===== config.mk =====
export PLATFORM = sky130hd
export DESIGN_NAME = banked_register_psr_unit
export DESIGN_NICKNAME = d
export VERILOG_FILES = /design/src/rtl/bpsr_pkg.sv /design/src/rtl/banked_register_psr_unit.sv /design/src/rtl/bpsr_regmem.sv /design/src/rtl/bpsr_ctrl.sv
export SDC_FILE = /design/constraint.sdc
export NUM_CORES = 2
export LEC_CHECK = 0
export BUFFER_PORTS_ARGS = -buffer_cell sky130_fd_sc_hd__clkbuf_2
export CORE_ASPECT_RATIO = 1.4
export CORE_MARGIN = 2
export CORE_UTILIZATION = 55
export DETAILED_ROUTE_END_ITERATION = 16
export GPL_TIMING_DRIVEN = 0
export PLACE_DENSITY = 0.74
export SLEW_MARGIN = 40
export SYNTH_ARGS = -nofsm -noshare
export SYNTH_HDL_FRONTEND = slang
export SYNTH_SLANG_ARGS = --single-unit

===== constraint.sdc =====
create_clock -name aclk -period 7.1 [get_ports aclk]
set_input_delay 1.42 -clock aclk [delete_from_list [all_inputs] [get_ports aclk]]
set_output_delay 1.42 -clock aclk [all_outputs]
set_load 0.005 [all_outputs]

===== src/rtl/bpsr_pkg.sv =====
// bpsr_pkg: shared types, constants and address helpers for the banked register / psr unit
// no dependencies; used by bpsr_regmem, bpsr_ctrl and banked_register_psr_unit
package bpsr_pkg;

    localparam int unsigned DATA_W = 32;
    localparam int unsigned MEM_DEPTH = 42;
    localparam int unsigned MEM_AW = 6;
    localparam int unsigned S_TDATA_W = 48;
    localparam int unsigned M_TDATA_W = 64;

    // physical layout of the register memory
    localparam logic [MEM_AW-1:0] USR_BASE = 6'd8;      // user r8-r14
    localparam logic [MEM_AW-1:0] FIQ_BASE = 6'd15;     // fiq r8-r14
    localparam logic [MEM_AW-1:0] SPLR_BASE = 6'd22;    // irq, svc, abt, und sp/lr pairs
    localparam logic [MEM_AW-1:0] SCRATCH_BASE = 6'd30; // r8-r14 while in an unknown mode
    localparam logic [MEM_AW-1:0] SAVED_BASE = 6'd37;   // saved status words fiq..und

    localparam logic [4:0] MODE_USER = 5'h10;
    localparam logic [4:0] MODE_FIQ = 5'h11;
    localparam logic [4:0] MODE_IRQ = 5'h12;
    localparam logic [4:0] MODE_SUPV = 5'h13;
    localparam logic [4:0] MODE_ABT = 5'h17;
    localparam logic [4:0] MODE_UND = 5'h1B;
    localparam logic [4:0] MODE_SYS = 5'h1F;

    localparam logic [DATA_W-1:0] STATUS_RESET = 32'h0000_00D3;
    localparam logic [DATA_W-1:0] WMASK_USER = 32'hF80F_0200;
    localparam logic [DATA_W-1:0] WMASK_PRIV = 32'hF90F_03FF;
    localparam logic [DATA_W-1:0] KEEP_CTRL = 32'hFFFF_FF00;
    localparam logic [DATA_W-1:0] KEEP_EXT = 32'hFFFF_00FF;
    localparam logic [DATA_W-1:0] KEEP_STAT = 32'hFF00_FFFF;
    localparam logic [DATA_W-1:0] KEEP_FLAGS = 32'h00FF_FFFF;

    localparam logic [3:0] REG_PC = 4'd15;

    typedef enum logic [2:0] {
        CMD_READ    = 3'd0,
        CMD_WRITE   = 3'd1,
        CMD_MRS     = 3'd2,
        CMD_MSR     = 3'd3,
        CMD_RESTORE = 3'd4
    } cmd_t;

    typedef enum logic [2:0] {
        KIND_USR = 3'd0,
        KIND_FIQ = 3'd1,
        KIND_IRQ = 3'd2,
        KIND_SVC = 3'd3,
        KIND_ABT = 3'd4,
        KIND_UND = 3'd5,
        KIND_UNK = 3'd6
    } mode_kind_t;

    typedef enum logic [1:0] {
        ST_IDLE,
        ST_EXEC,
        ST_COPY
    } state_t;

    typedef struct packed {
        logic              rd_en;
        logic [MEM_AW-1:0] rd_addr;
        logic              wr_en;
        logic [MEM_AW-1:0] wr_addr;
        logic [DATA_W-1:0] wr_data;
    } mem_req_t;

    function automatic mode_kind_t mode_kind(input logic [4:0] mode);
        mode_kind_t k;
        case (mode)
            MODE_USER, MODE_SYS: k = KIND_USR;
            MODE_FIQ:            k = KIND_FIQ;
            MODE_IRQ:            k = KIND_IRQ;
            MODE_SUPV:           k = KIND_SVC;
            MODE_ABT:            k = KIND_ABT;
            MODE_UND:            k = KIND_UND;
            default:             k = KIND_UNK;
        endcase
        return k;
    endfunction

    function automatic logic has_saved(input mode_kind_t kind);
        return (kind == KIND_FIQ) || (kind == KIND_IRQ) || (kind == KIND_SVC)
            || (kind == KIND_ABT) || (kind == KIND_UND);
    endfunction

    // memory address of a logical register r0-r14 as seen from a mode kind
    function automatic logic [MEM_AW-1:0] reg_addr(input logic [3:0] idx,
                                                   input mode_kind_t kind);
        logic [MEM_AW-1:0] off;
        logic [2:0]        pair;
        logic [MEM_AW-1:0] a;
        off  = {3'b000, idx[2:0]};
        pair = 3'(kind) - 3'(KIND_IRQ);
        if (!idx[3]) begin
            a = {2'b00, idx};
        end else begin
            case (kind)
                KIND_USR: a = USR_BASE + off;
                KIND_FIQ: a = FIQ_BASE + off;
                KIND_UNK: a = SCRATCH_BASE + off;
                default: begin
                    // r8-r12 shared with user, r13/r14 from the mode's own pair
                    if (idx < 4'd13) a = USR_BASE + off;
                    else a = SPLR_BASE + {2'b00, pair, idx[1]};
                end
            endcase
        end
        return a;
    endfunction

    function automatic logic [MEM_AW-1:0] saved_addr(input mode_kind_t kind);
        logic [2:0] n;
        n = 3'(kind) - 3'(KIND_FIQ);
        if (has_saved(kind)) return SAVED_BASE + {3'b000, n};
        return SAVED_BASE;
    endfunction

endpackage


===== src/rtl/banked_register_psr_unit.sv =====
// banked_register_psr_unit: top level of the status word and banked register unit
// depends on bpsr_pkg, bpsr_ctrl and bpsr_regmem
//
//  channel | dir | transaction contents
//  s_      | in  | one command: command, reg_index, value, rotate, use_saved, field_mask
//  m_      | out | one result per command: read_data, status_out
//
// a command is accepted in ST_IDLE, which issues the single memory read; ST_EXEC then
// uses the registered read data and writes back. msr or restore that enters an unknown
// mode then goes through ST_COPY to copy r8-r14 into the scratch bank through the memory ports.
// reset sets the status word to 0xd3 and clears the per-entry valid bits at once, so the
// memory reads as zero without a clearing pass.
// a stalled result holds the execute cycle; a held result does not block the next accept.
module banked_register_psr_unit
    import bpsr_pkg::*;
(
    input  logic                 aclk,
    input  logic                 aresetn,
    input  logic                 s_tvalid,
    output logic                 s_tready,
    // command[2:0], reg_index[6:3], value[38:7], rotate[42:39], use_saved[43],
    // field_mask[47:44]
    input  logic [S_TDATA_W-1:0] s_tdata,
    output logic                 m_tvalid,
    input  logic                 m_tready,
    // read_data[31:0], status_out[63:32]
    output logic [M_TDATA_W-1:0] m_tdata
);

    mem_req_t          mem_req;
    logic [DATA_W-1:0] mem_rdata;

    bpsr_ctrl u_ctrl (
        .aclk      (aclk),
        .aresetn   (aresetn),
        .s_tvalid  (s_tvalid),
        .s_tready  (s_tready),
        .s_tdata   (s_tdata),
        .m_tvalid  (m_tvalid),
        .m_tready  (m_tready),
        .m_tdata   (m_tdata),
        .mem_req   (mem_req),
        .mem_rdata (mem_rdata)
    );

    bpsr_regmem u_regmem (
        .aclk    (aclk),
        .aresetn (aresetn),
        .req     (mem_req),
        .rd_data (mem_rdata)
    );

endmodule


===== src/rtl/bpsr_regmem.sv =====
// bpsr_regmem: register file memory holding r0-r14, all banks and the saved status words
// depends on bpsr_pkg; one write port, one registered read port, per-entry valid bits
module bpsr_regmem
    import bpsr_pkg::*;
(
    input  logic              aclk,
    input  logic              aresetn,
    input  mem_req_t          req,
    output logic [DATA_W-1:0] rd_data
);

    logic [DATA_W-1:0]    mem [MEM_DEPTH];
    logic [MEM_DEPTH-1:0] valid_reg;
    logic [DATA_W-1:0]    rdata_reg;
    logic                 rvalid_reg;

    always_ff @(posedge aclk) begin
        if (req.wr_en) begin
            mem[req.wr_addr] <= req.wr_data;
        end
        if (req.rd_en) begin
            rdata_reg <= mem[req.rd_addr];
        end
    end

    // entries never written read as zero
    always_ff @(posedge aclk) begin
        if (!aresetn) begin
            valid_reg  <= '0;
            rvalid_reg <= 1'b0;
        end else begin
            if (req.wr_en) begin
                valid_reg[req.wr_addr] <= 1'b1;
            end
            if (req.rd_en) begin
                rvalid_reg <= valid_reg[req.rd_addr];
            end
        end
    end

    assign rd_data = rvalid_reg ? rdata_reg : '0;

endmodule


===== src/rtl/bpsr_ctrl.sv =====
// bpsr_ctrl: command sequencer, current status register, msr datapath and bank copy
// depends on bpsr_pkg; drives the request port of bpsr_regmem
module bpsr_ctrl
    import bpsr_pkg::*;
(
    input  logic                 aclk,
    input  logic                 aresetn,
    input  logic                 s_tvalid,
    output logic                 s_tready,
    input  logic [S_TDATA_W-1:0] s_tdata,
    output logic                 m_tvalid,
    input  logic                 m_tready,
    output logic [M_TDATA_W-1:0] m_tdata,
    output mem_req_t             mem_req,
    input  logic [DATA_W-1:0]    mem_rdata
);

    state_t            state_reg, state_next;
    logic [DATA_W-1:0] status_reg;
    cmd_t              cmd_reg;
    logic [3:0]        idx_reg;
    logic [DATA_W-1:0] value_reg;
    logic [3:0]        rotate_reg;
    logic              use_saved_reg;
    logic [3:0]        fmask_reg;
    logic              m_valid_reg;
    logic [M_TDATA_W-1:0] m_data_reg;
    logic [2:0]        copy_cnt_reg;
    mode_kind_t        copy_kind_reg;

    cmd_t              in_cmd;
    logic [3:0]        in_idx;
    logic              accept;
    logic              out_free;
    logic              exec_go;

    mode_kind_t        cur_kind;
    mode_kind_t        new_kind;
    logic              cur_saved;
    logic [2*DATA_W-1:0] rot_dbl;
    logic [DATA_W-1:0] wmask;
    logic [DATA_W-1:0] msr_val;
    logic [DATA_W-1:0] rd_val;
    logic [DATA_W-1:0] status_next;
    logic              status_load;
    logic              ex_wr_en;
    logic [MEM_AW-1:0] ex_wr_addr;
    logic [DATA_W-1:0] ex_wr_data;
    logic              copy_start;
    logic [2:0]        copy_prev;

    assign in_cmd   = cmd_t'(s_tdata[2:0]);
    assign in_idx   = s_tdata[6:3];
    assign accept   = s_tvalid && s_tready;
    assign out_free = !m_valid_reg || m_tready;
    assign exec_go  = (state_reg == ST_EXEC) && out_free;
    assign cur_kind = mode_kind(status_reg[4:0]);
    assign cur_saved = has_saved(cur_kind);
    assign copy_prev = copy_cnt_reg - 3'd1;

    // msr / mrs / restore datapath, uses the memory word read at accept
    always_comb begin
        rot_dbl = {value_reg, value_reg} >> {rotate_reg, 1'b0};
        wmask   = (status_reg[4:0] == MODE_USER) ? WMASK_USER : WMASK_PRIV;
        if (!fmask_reg[0]) wmask = wmask & KEEP_CTRL;
        if (!fmask_reg[1]) wmask = wmask & KEEP_EXT;
        if (!fmask_reg[2]) wmask = wmask & KEEP_STAT;
        if (!fmask_reg[3]) wmask = wmask & KEEP_FLAGS;
        msr_val = rot_dbl[DATA_W-1:0] & wmask;

        rd_val      = '0;
        status_next = status_reg;
        status_load = 1'b0;
        ex_wr_en    = 1'b0;
        ex_wr_addr  = reg_addr(idx_reg, cur_kind);
        ex_wr_data  = value_reg;
        case (cmd_reg)
            CMD_READ: begin
                if (idx_reg != REG_PC) rd_val = mem_rdata;
            end
            CMD_WRITE: begin
                ex_wr_en = (idx_reg != REG_PC);
            end
            CMD_MRS: begin
                if (!use_saved_reg) rd_val = status_reg;
                else if (cur_saved) rd_val = mem_rdata;
                ex_wr_en   = (idx_reg != REG_PC);
                ex_wr_data = rd_val;
            end
            CMD_MSR: begin
                if (use_saved_reg) begin
                    ex_wr_en   = cur_saved;
                    ex_wr_addr = saved_addr(cur_kind);
                    ex_wr_data = (mem_rdata & ~wmask) | msr_val;
                end else begin
                    status_next = msr_val | (status_reg & ~wmask);
                    status_load = 1'b1;
                end
            end
            CMD_RESTORE: begin
                if (cur_saved) begin
                    status_next = mem_rdata;
                    status_load = 1'b1;
                end
            end
            default: begin
            end
        endcase
        new_kind = mode_kind(status_next[4:0]);
        // entering an unknown mode keeps the old r8-r14 as a private copy
        copy_start = status_load && (status_next[4:0] != status_reg[4:0])
                     && (new_kind == KIND_UNK) && (cur_kind != KIND_UNK);
    end

    always_comb begin
        state_next = state_reg;
        case (state_reg)
            ST_IDLE: if (accept) state_next = ST_EXEC;
            ST_EXEC: if (exec_go) state_next = copy_start ? ST_COPY : ST_IDLE;
            ST_COPY: if (copy_cnt_reg == 3'd7) state_next = ST_IDLE;
            default: state_next = ST_IDLE;
        endcase
    end

    always_comb begin
        s_tready        = 1'b0;
        mem_req         = '0;
        mem_req.wr_addr = ex_wr_addr;
        mem_req.wr_data = ex_wr_data;
        case (state_reg)
            ST_IDLE: begin
                s_tready        = 1'b1;
                mem_req.rd_en   = s_tvalid;
                mem_req.rd_addr = (in_cmd == CMD_READ) ? reg_addr(in_idx, cur_kind)
                                                       : saved_addr(cur_kind);
            end
            ST_EXEC: begin
                mem_req.wr_en = exec_go && ex_wr_en;
            end
            ST_COPY: begin
                // read source entry n while writing entry n-1 into the scratch bank
                mem_req.rd_en   = (copy_cnt_reg != 3'd7);
                mem_req.rd_addr = reg_addr({1'b1, copy_cnt_reg}, copy_kind_reg);
                mem_req.wr_en   = (copy_cnt_reg != 3'd0);
                mem_req.wr_addr = reg_addr({1'b1, copy_prev}, KIND_UNK);
                mem_req.wr_data = mem_rdata;
            end
            default: begin
            end
        endcase
    end

    always_ff @(posedge aclk) begin
        if (!aresetn) begin
            state_reg    <= ST_IDLE;
            status_reg   <= STATUS_RESET;
            m_valid_reg  <= 1'b0;
            copy_cnt_reg <= 3'd0;
        end else begin
            state_reg <= state_next;
            if (exec_go) begin
                status_reg   <= status_next;
                m_valid_reg  <= 1'b1;
                copy_cnt_reg <= 3'd0;
            end else begin
                if (m_tready) m_valid_reg <= 1'b0;
                if (state_reg == ST_COPY) copy_cnt_reg <= copy_cnt_reg + 3'd1;
            end
        end
    end

    always_ff @(posedge aclk) begin
        if (accept) begin
            cmd_reg       <= in_cmd;
            idx_reg       <= in_idx;
            value_reg     <= s_tdata[38:7];
            rotate_reg    <= s_tdata[42:39];
            use_saved_reg <= s_tdata[43];
            fmask_reg     <= s_tdata[47:44];
        end
        if (exec_go) begin
            m_data_reg    <= {status_next, rd_val};
            copy_kind_reg <= cur_kind;
        end
    end

    assign m_tvalid = m_valid_reg;
    assign m_tdata  = m_data_reg;

endmodule


### Word level (Yosys, flattened, before mapping)

Memory sizes are Yosys's and may differ from the RTL's. A register that Yosys moved wholly into a read port is not among the register bits.
Cells that the tools add are included.

| storage, ports and cells | value |
|---|---|
| output and inout port bits | 66 |
| register bits after elaboration | 196 |
| bits of input ports | 52 |
| memory bits (writable) | 1344 |
| memories | 1 |
| logic and storage cells | 167 |

Memories:

| memory | depth | bits a word | rd ports | clocked after Yosys merged registers in | wr ports | line | source |
|---|---|---|---|---|---|---|---|
| u_regmem.mem | 42 | 32 | 1 | 1 | 1 | bpsr_regmem.sv:12 | `logic [DATA_W-1:0] mem [MEM_DEPTH];` |

| cells by class | value |
|---|---|
| bitwise operators | 8 |
| equal/unequal tests | 37 |
| muxes and demuxes | 56 |
| reductions and logical operators | 25 |
| add/sub/neg operators | 19 |
| shift operators | 1 |
| $lt $le $gt $ge | 6 |

Operators by type and width:

| cell | count |
|---|---|
| $mux 32 | 8 |
| $pmux 32 s2 | 3 |
| $and 32x32->32 | 3 |
| $eq 5x5->1 const B | 14 |
| $mux 6 | 11 |
| $or 32x32->32 | 2 |
| $shr 64x5->32 | 1 |
| $pmux 6 s3 | 3 |
| $or 42x42->42 | 1 |
| $mux 38 | 1 |
| $pmux 3 s6 | 2 |
| $not 32->32 | 1 |
| $add 4x3->5 const A | 6 |
| $mux 25 | 1 |
| $add 5x3->6 const A | 4 |
| $mux 24 | 1 |
| $eq 3x3->1 const B | 7 |
| $add 5x4->6 const A | 3 |
| $mux 16 | 1 |
| $lt 6x7->1 const B | 2 |
| $pmux 7 s2 | 1 |
| $mux 1 | 13 |
| $eq 3x2->1 const B | 4 |
| $logic_not 3->1 | 4 |
| other kinds (28) | 55 |

### Logic depth before layout (Yosys ltp)

| depth | value |
|---|---|
| word-level depth | 20 |
| gate-level depth with buffers | 24 |
| depth with buffers taken out | 18 |

### Modules after synthesis

Synthesis repeated with hierarchy kept, for this count alone.

| unflattened totals | value |
|---|---|
| cells, all modules | 3465 |
| area total of the unflattened synthesis | 64440.6 sq um |

Modules (own cells, without submodules):

| module | seq. area each (sq um) | area an instance (sq um) | cells an instance | instances |
|---|---|---|---|---|
| bpsr_regmem | 42180.5 | 54223.3 | 2429 | 1 |
| bpsr_ctrl | 4214.0 | 10217.3 | 1036 | 1 |

### Worst setup path before layout

No wires, ideal clock.

| path | value |
|---|---|
| path kind | register to register |
| from | register u_ctrl.status_reg[2] |
| to | memory u_regmem.mem[35][0], enable pin |
| stages on the path, launching flop included | 19 |
| slack | -0.269 ns |
| path buffers | 2 |
| setup time | 0.505 ns |
| data required time | 6.595 ns |
| arrival time | 6.864 ns |
| clock period less this slack | 7.369 ns |
| cell sequence | dfxtp_1 clkbuf_1 xor2_1 nor2b_1 inv_1 ha_1 mux2_1 or2_1 buf_4 inv_1 ha_1 nor2_1 o21ai_2 a211oi_1 a311o_1 a32oi_1 and3_1 nand3_1 nor4_1 |

| on the way | value |
|---|---|
| word-level cells in the longest chain between the ends | 15 |
| elaborated cells between the ends (all ways) | 41 |
| classes of those cells | add/sub (4); eq/ne (13); mux (17); reduce/logical (7) |

Ends and longest elaborated chain:

| item | line | source |
|---|---|---|
| start, declared | bpsr_ctrl.sv:19 | `logic [DATA_W-1:0] status_reg;` |
| start signal, assigned | bpsr_ctrl.sv:162 | `status_reg <= status_next;` |
| $eq 5x5->1 | bpsr_pkg.sv:70 | `case (mode)` |
| $reduce_or 2->1 | bpsr_pkg.sv:70 |  |
| $pmux 3 s6 * | bpsr_pkg.sv:70 |  |
| via u_ctrl.cur_kind[0] | bpsr_ctrl.sv:37 | `mode_kind_t cur_kind;` |
| parallel branches: the longest is 12 deep, another holds $add 5x4->6 | -- |  |
| end, declared | bpsr_regmem.sv:12 |  |

Mark *: on every way through the listed nets, which the timed path passes. The select of a mux whose other input is x is not followed.

### Worst setup path after layout

| path | value |
|---|---|
| from | register u_ctrl.status_reg[3] |
| to | register u_regmem.rdata_reg[29] (read register of u_regmem.mem) (data pin) |

| on the way | value |
|---|---|
| word-level cells in the longest chain between the ends | 13 |
| elaborated cells between the ends (all ways) | 33 |
| classes of those cells | add/sub (4); eq/ne (13); mux (10); reduce/logical (6) |

Ends and longest elaborated chain:

| item | line | source |
|---|---|---|
| $eq 5x5->1 | bpsr_pkg.sv:70 |  |
| $reduce_or 2->1 | bpsr_pkg.sv:70 |  |
| $pmux 3 s6 * | bpsr_pkg.sv:70 |  |
| via u_ctrl.cur_kind[0] | bpsr_ctrl.sv:37 |  |
| parallel branches: the longest is 8 deep, another holds $add 5x4->6 | -- |  |
| $mux 6 * | bpsr_ctrl.sv:134 | `mem_req.rd_addr = (in_cmd == CMD_READ) ? reg_addr(in_idx, cur_kind)` |
| $pmux 7 s2 * | bpsr_ctrl.sv:130 | `case (state_reg)` |
| end, declared | bpsr_regmem.sv:14 | `logic [DATA_W-1:0] rdata_reg;` |

Marks and branches as above.
A chain may end at the register's enable or synchronous reset.

==> out/qor.txt <==
Highest cell delay on the worst timing path: 0.67 ns
Final ANT Viol Nets: 0
Area of the multi-input gates: 0.0184 mm²
Crit end category: flop
Largest register FFs: 1344
Yosys top cell by area: edfxtp_1
GRT Residual Overflow: 0
Status: finished, final reports clean
Rel. slew slack: 35.9%
Dpl cell area: 0.0715 mm²
DRC: 0
Synth Area in Compound Gates: 5.95%
Final core occ: 64.9%
P_leak: 26.5 nW
Sequential share of power: 42.9%
Most frequent cell after synthesis: edfxtp_1
Wire per inst: 29.4 µm
Clock skew: 0.0351 ns
RSZ-0062 raised after global routing: yes
Tot GR Track Use: 35.1%
Mapped Cells: 5108
Largest net degree at the start of global routing: 42
RePlAce Congestion: 1.03
Clk_lat worst skew: 0.79 ns
Fin. max-slew vios: 0
Largest delay share family, worst path: simple AND/OR/NAND/NOR gates
WP data arrival: 7.32 ns
Power density over the cells: 321 mW/mm²
WS Path Type: flop to flop
CTS clock-pin slew for the worst setup and hold paths: 0.07 ns
Detailed-route via count: 46500
Core Area: 0.118 mm²
Fmax achieved: 145 MHz
Total power draw: 24.5 mW
Post-synthesis xor/xnor area fraction: 0.0672%
Cell Area, Synth: 0.0652 mm²
Synth top area share: 68.7%
Fill count: 8258
Sw frac: 33.6%
Simple-gate portion of the synthesized area: 16.6%
Met3 global-route usage: 8.43%
Prevailing post-synth register cell: edfxtp_1
Mapped Nets: 5196
CP max-delay cell: o311ai_2
Period Utilization, post-route: 97.0%
Combinational share of power: 25.7%
Detailed-placement wirelength estimate: 155000 µm
HP Class: flop to flop
Register area share after synthesis: 71.1%
Final hold vios: 0
Final hold slack: 0.466 ns
Synth top area cells: edfxtp_1, nand2_1, nand3_1, dfxtp_1, mux2i_1
Largest family of logic cells by synthesized area: simple AND/OR/NAND/NOR gates
Post-synth EDFFs: 1491
Crit path launch type: flop
Area Overhead vs Synth: 17.0%
IO buf count: 116
CTS sink count: 1572
IO Pins: 118
Proportion of layout cells with a drive suffix above 1: 15.0%
Routed vias/inst: 6.42
Post-synth ARST share: 0%
Sw power: 8.21 mW
Initial antenna violation count: 12
Min cycle time layout: 6.89 ns
Initial DRC Count: 6285
Chip width: 295 µm
CP Cell Sequence: clkbuf_2, xor2_1, nor2b_1, inv_1, ha_1, mux2_1, or2_1, buf_4, inv_1, ha_1, nor3_1, o21ai_1, and2_1, clkbuf_1, a41oi_2, nand2_4, clkbuf_4, buf_2, nand3_1, and3_1, o311ai_2, nand4_1
Final WL: 213000 µm
Post-synthesis cell type count: 81
WP buf/inv: 7
First-pass GRT wire length: 304000 µm
Final layout net count: 5633
Max_cap viols: 0
CTS tree: yes
Final setup vio count: 0
Hold-fix buffers, CTS: 0
M2 GR Usage: 56.9%
Maximum vdd ir drop: 0.000269 V
R2r setup slk: 0.21 ns
Total number of yosys warnings: 0
Register bit count reported by yosys: 1572
Root buffer cell: clkbuf_16
Die height: 411 µm
CTS Buf Count: 143
Vias in the first global route: 45000
Synthesized area per cell: 12.8 µm²
Register Area: 0.0464 mm²
Measured slew at the worst slew-check pin: 0.955 ns
Internal Power: 16.3 mW
CTS H-tree depth: 4
Synth Area in Adders: 0.691%
Initial core utilization: 55.4%
FP Rows: 149
Final instance area: 0.0763 mm²
Mux share of post-synthesis cell area: 3.01%
Met1 usage: 38.8%
Worst-path fanout max: 10
Drt pass-1 iters: 10
Top post-synthesis cells by count: edfxtp_1, nand2_1, nand3_1
Die ar.: 0.121 mm²
Clk pwr share: 31.4%
Grt peak-use layer: met2
Clk buf depth: 3
CP Data Required Time: 7.53 ns
power by group through the flow:
stage	Combinational [mW]	Clock, mW	Sequential (mW)
after global placement	5.48	0	10.7
after global routing	6.55	8.05	10.5
after detailed placement	5.94	0	10.7
after floorplan	3.22	0	10.7
after CTS	6.02	7.70	10.5
final	6.30	7.69	10.5
path summary, 6_finish.rpt:
| path | startpoint | endpoint | cells after the start |
|---|---|---|---|
| max | u_ctrl.status_reg[3] | u_regmem.rdata_reg[29] | 22 |
| min | u_regmem.valid_reg[21] | u_regmem.valid_reg[21] | 1 |
| max reg2reg | u_ctrl.status_reg[3] | u_regmem.rdata_reg[29] | 22 |
| min reg2reg | u_regmem.valid_reg[21] | u_regmem.valid_reg[21] | 1 |
layer usage:
metal | up-vias | routed length [µm]
met2 | 3194 | 102000
met4 | 18 | 21800
met3 | 777 | 21600
met5 | - | 123
li1 | 19900 | -
met1 | 22600 | 67500
worst register-to-register path, delay by kind of cell (launching register included):
family                     cells  cell delay, ns
and+or+nand+nor                8            1.87
xor gates and xnor gates       1            0.15
muxes                          1            0.35
AOI/OAI and AO/OA              3            1.26
adders and majority gates      2            0.63
buffers and inverters          7            1.84
DFF                            1            0.44
area by class of cell:
class / instances / share of cell area [%]
Clock inverter: 72 / 1.09
Buffer: 332 / 1.97
Timing Repair Buffer: 292 / 4.25
Tap cell: 1585 / 2.60
Sequential cell: 1572 / 60.8
Clock buffer: 183 / 4.93
Inverter: 48 / 0.236
Antenna cell: 6 / 0.0197
Multi-Input combinational cell: 3156 / 24.1
through the flow:
stage          setup slack, ns   TNS, ns  instances
3_3_place_gp             -3.02  -3671.88       6809
2_1_floorplan            0.417         0       5108
3_5_place_dp            -0.139    -0.615       6980
6_report                 0.210         0       7246
5_1_grt               -0.00632   -0.0171       7240
4_1_cts                0.00967         0       7235
kinds of logic (layout without fill, tap and decap cells):
| group | Yosys count | count (layout) |
|---|---|---|
| adder cells (fa/ha/maj) | 36 | 36 |
| multiplexers | 154 | 154 |
| other | 0 | 6 |
| AND/OR/NAND/NOR | 2441 | 2441 |
| buffers and inverters | 380 | 927 |
| flip-flops | 1572 | 1572 |
| AO/OA/AOI/OAI | 520 | 520 |
| XOR/XNOR | 5 | 5 |
repair_timing:
item | in CTS | in global routing
resized for setup | 13 | 26
pin swaps | 0 | 2
endpoints found under the setup margin | 20 | 46
buffers inserted | 0 | 2
cell usage in the layout, fill, tap and decap left out, types with 47 or more instances in the layout:
cell type,n
edfxtp_1,1491
nand2_1,1413
nand3_1,632
clkbuf_1,187
buf_2,144
clkbuf_16,143
clkbuf_2,139
mux2i_1,103
buf_8,103
nand4_1,96
o21ai_0,84
dfxtp_1,81
and3_1,75
a32oi_1,65
nor2_1,54
o21a_1,47
Power figures use the tool's default switching activity.
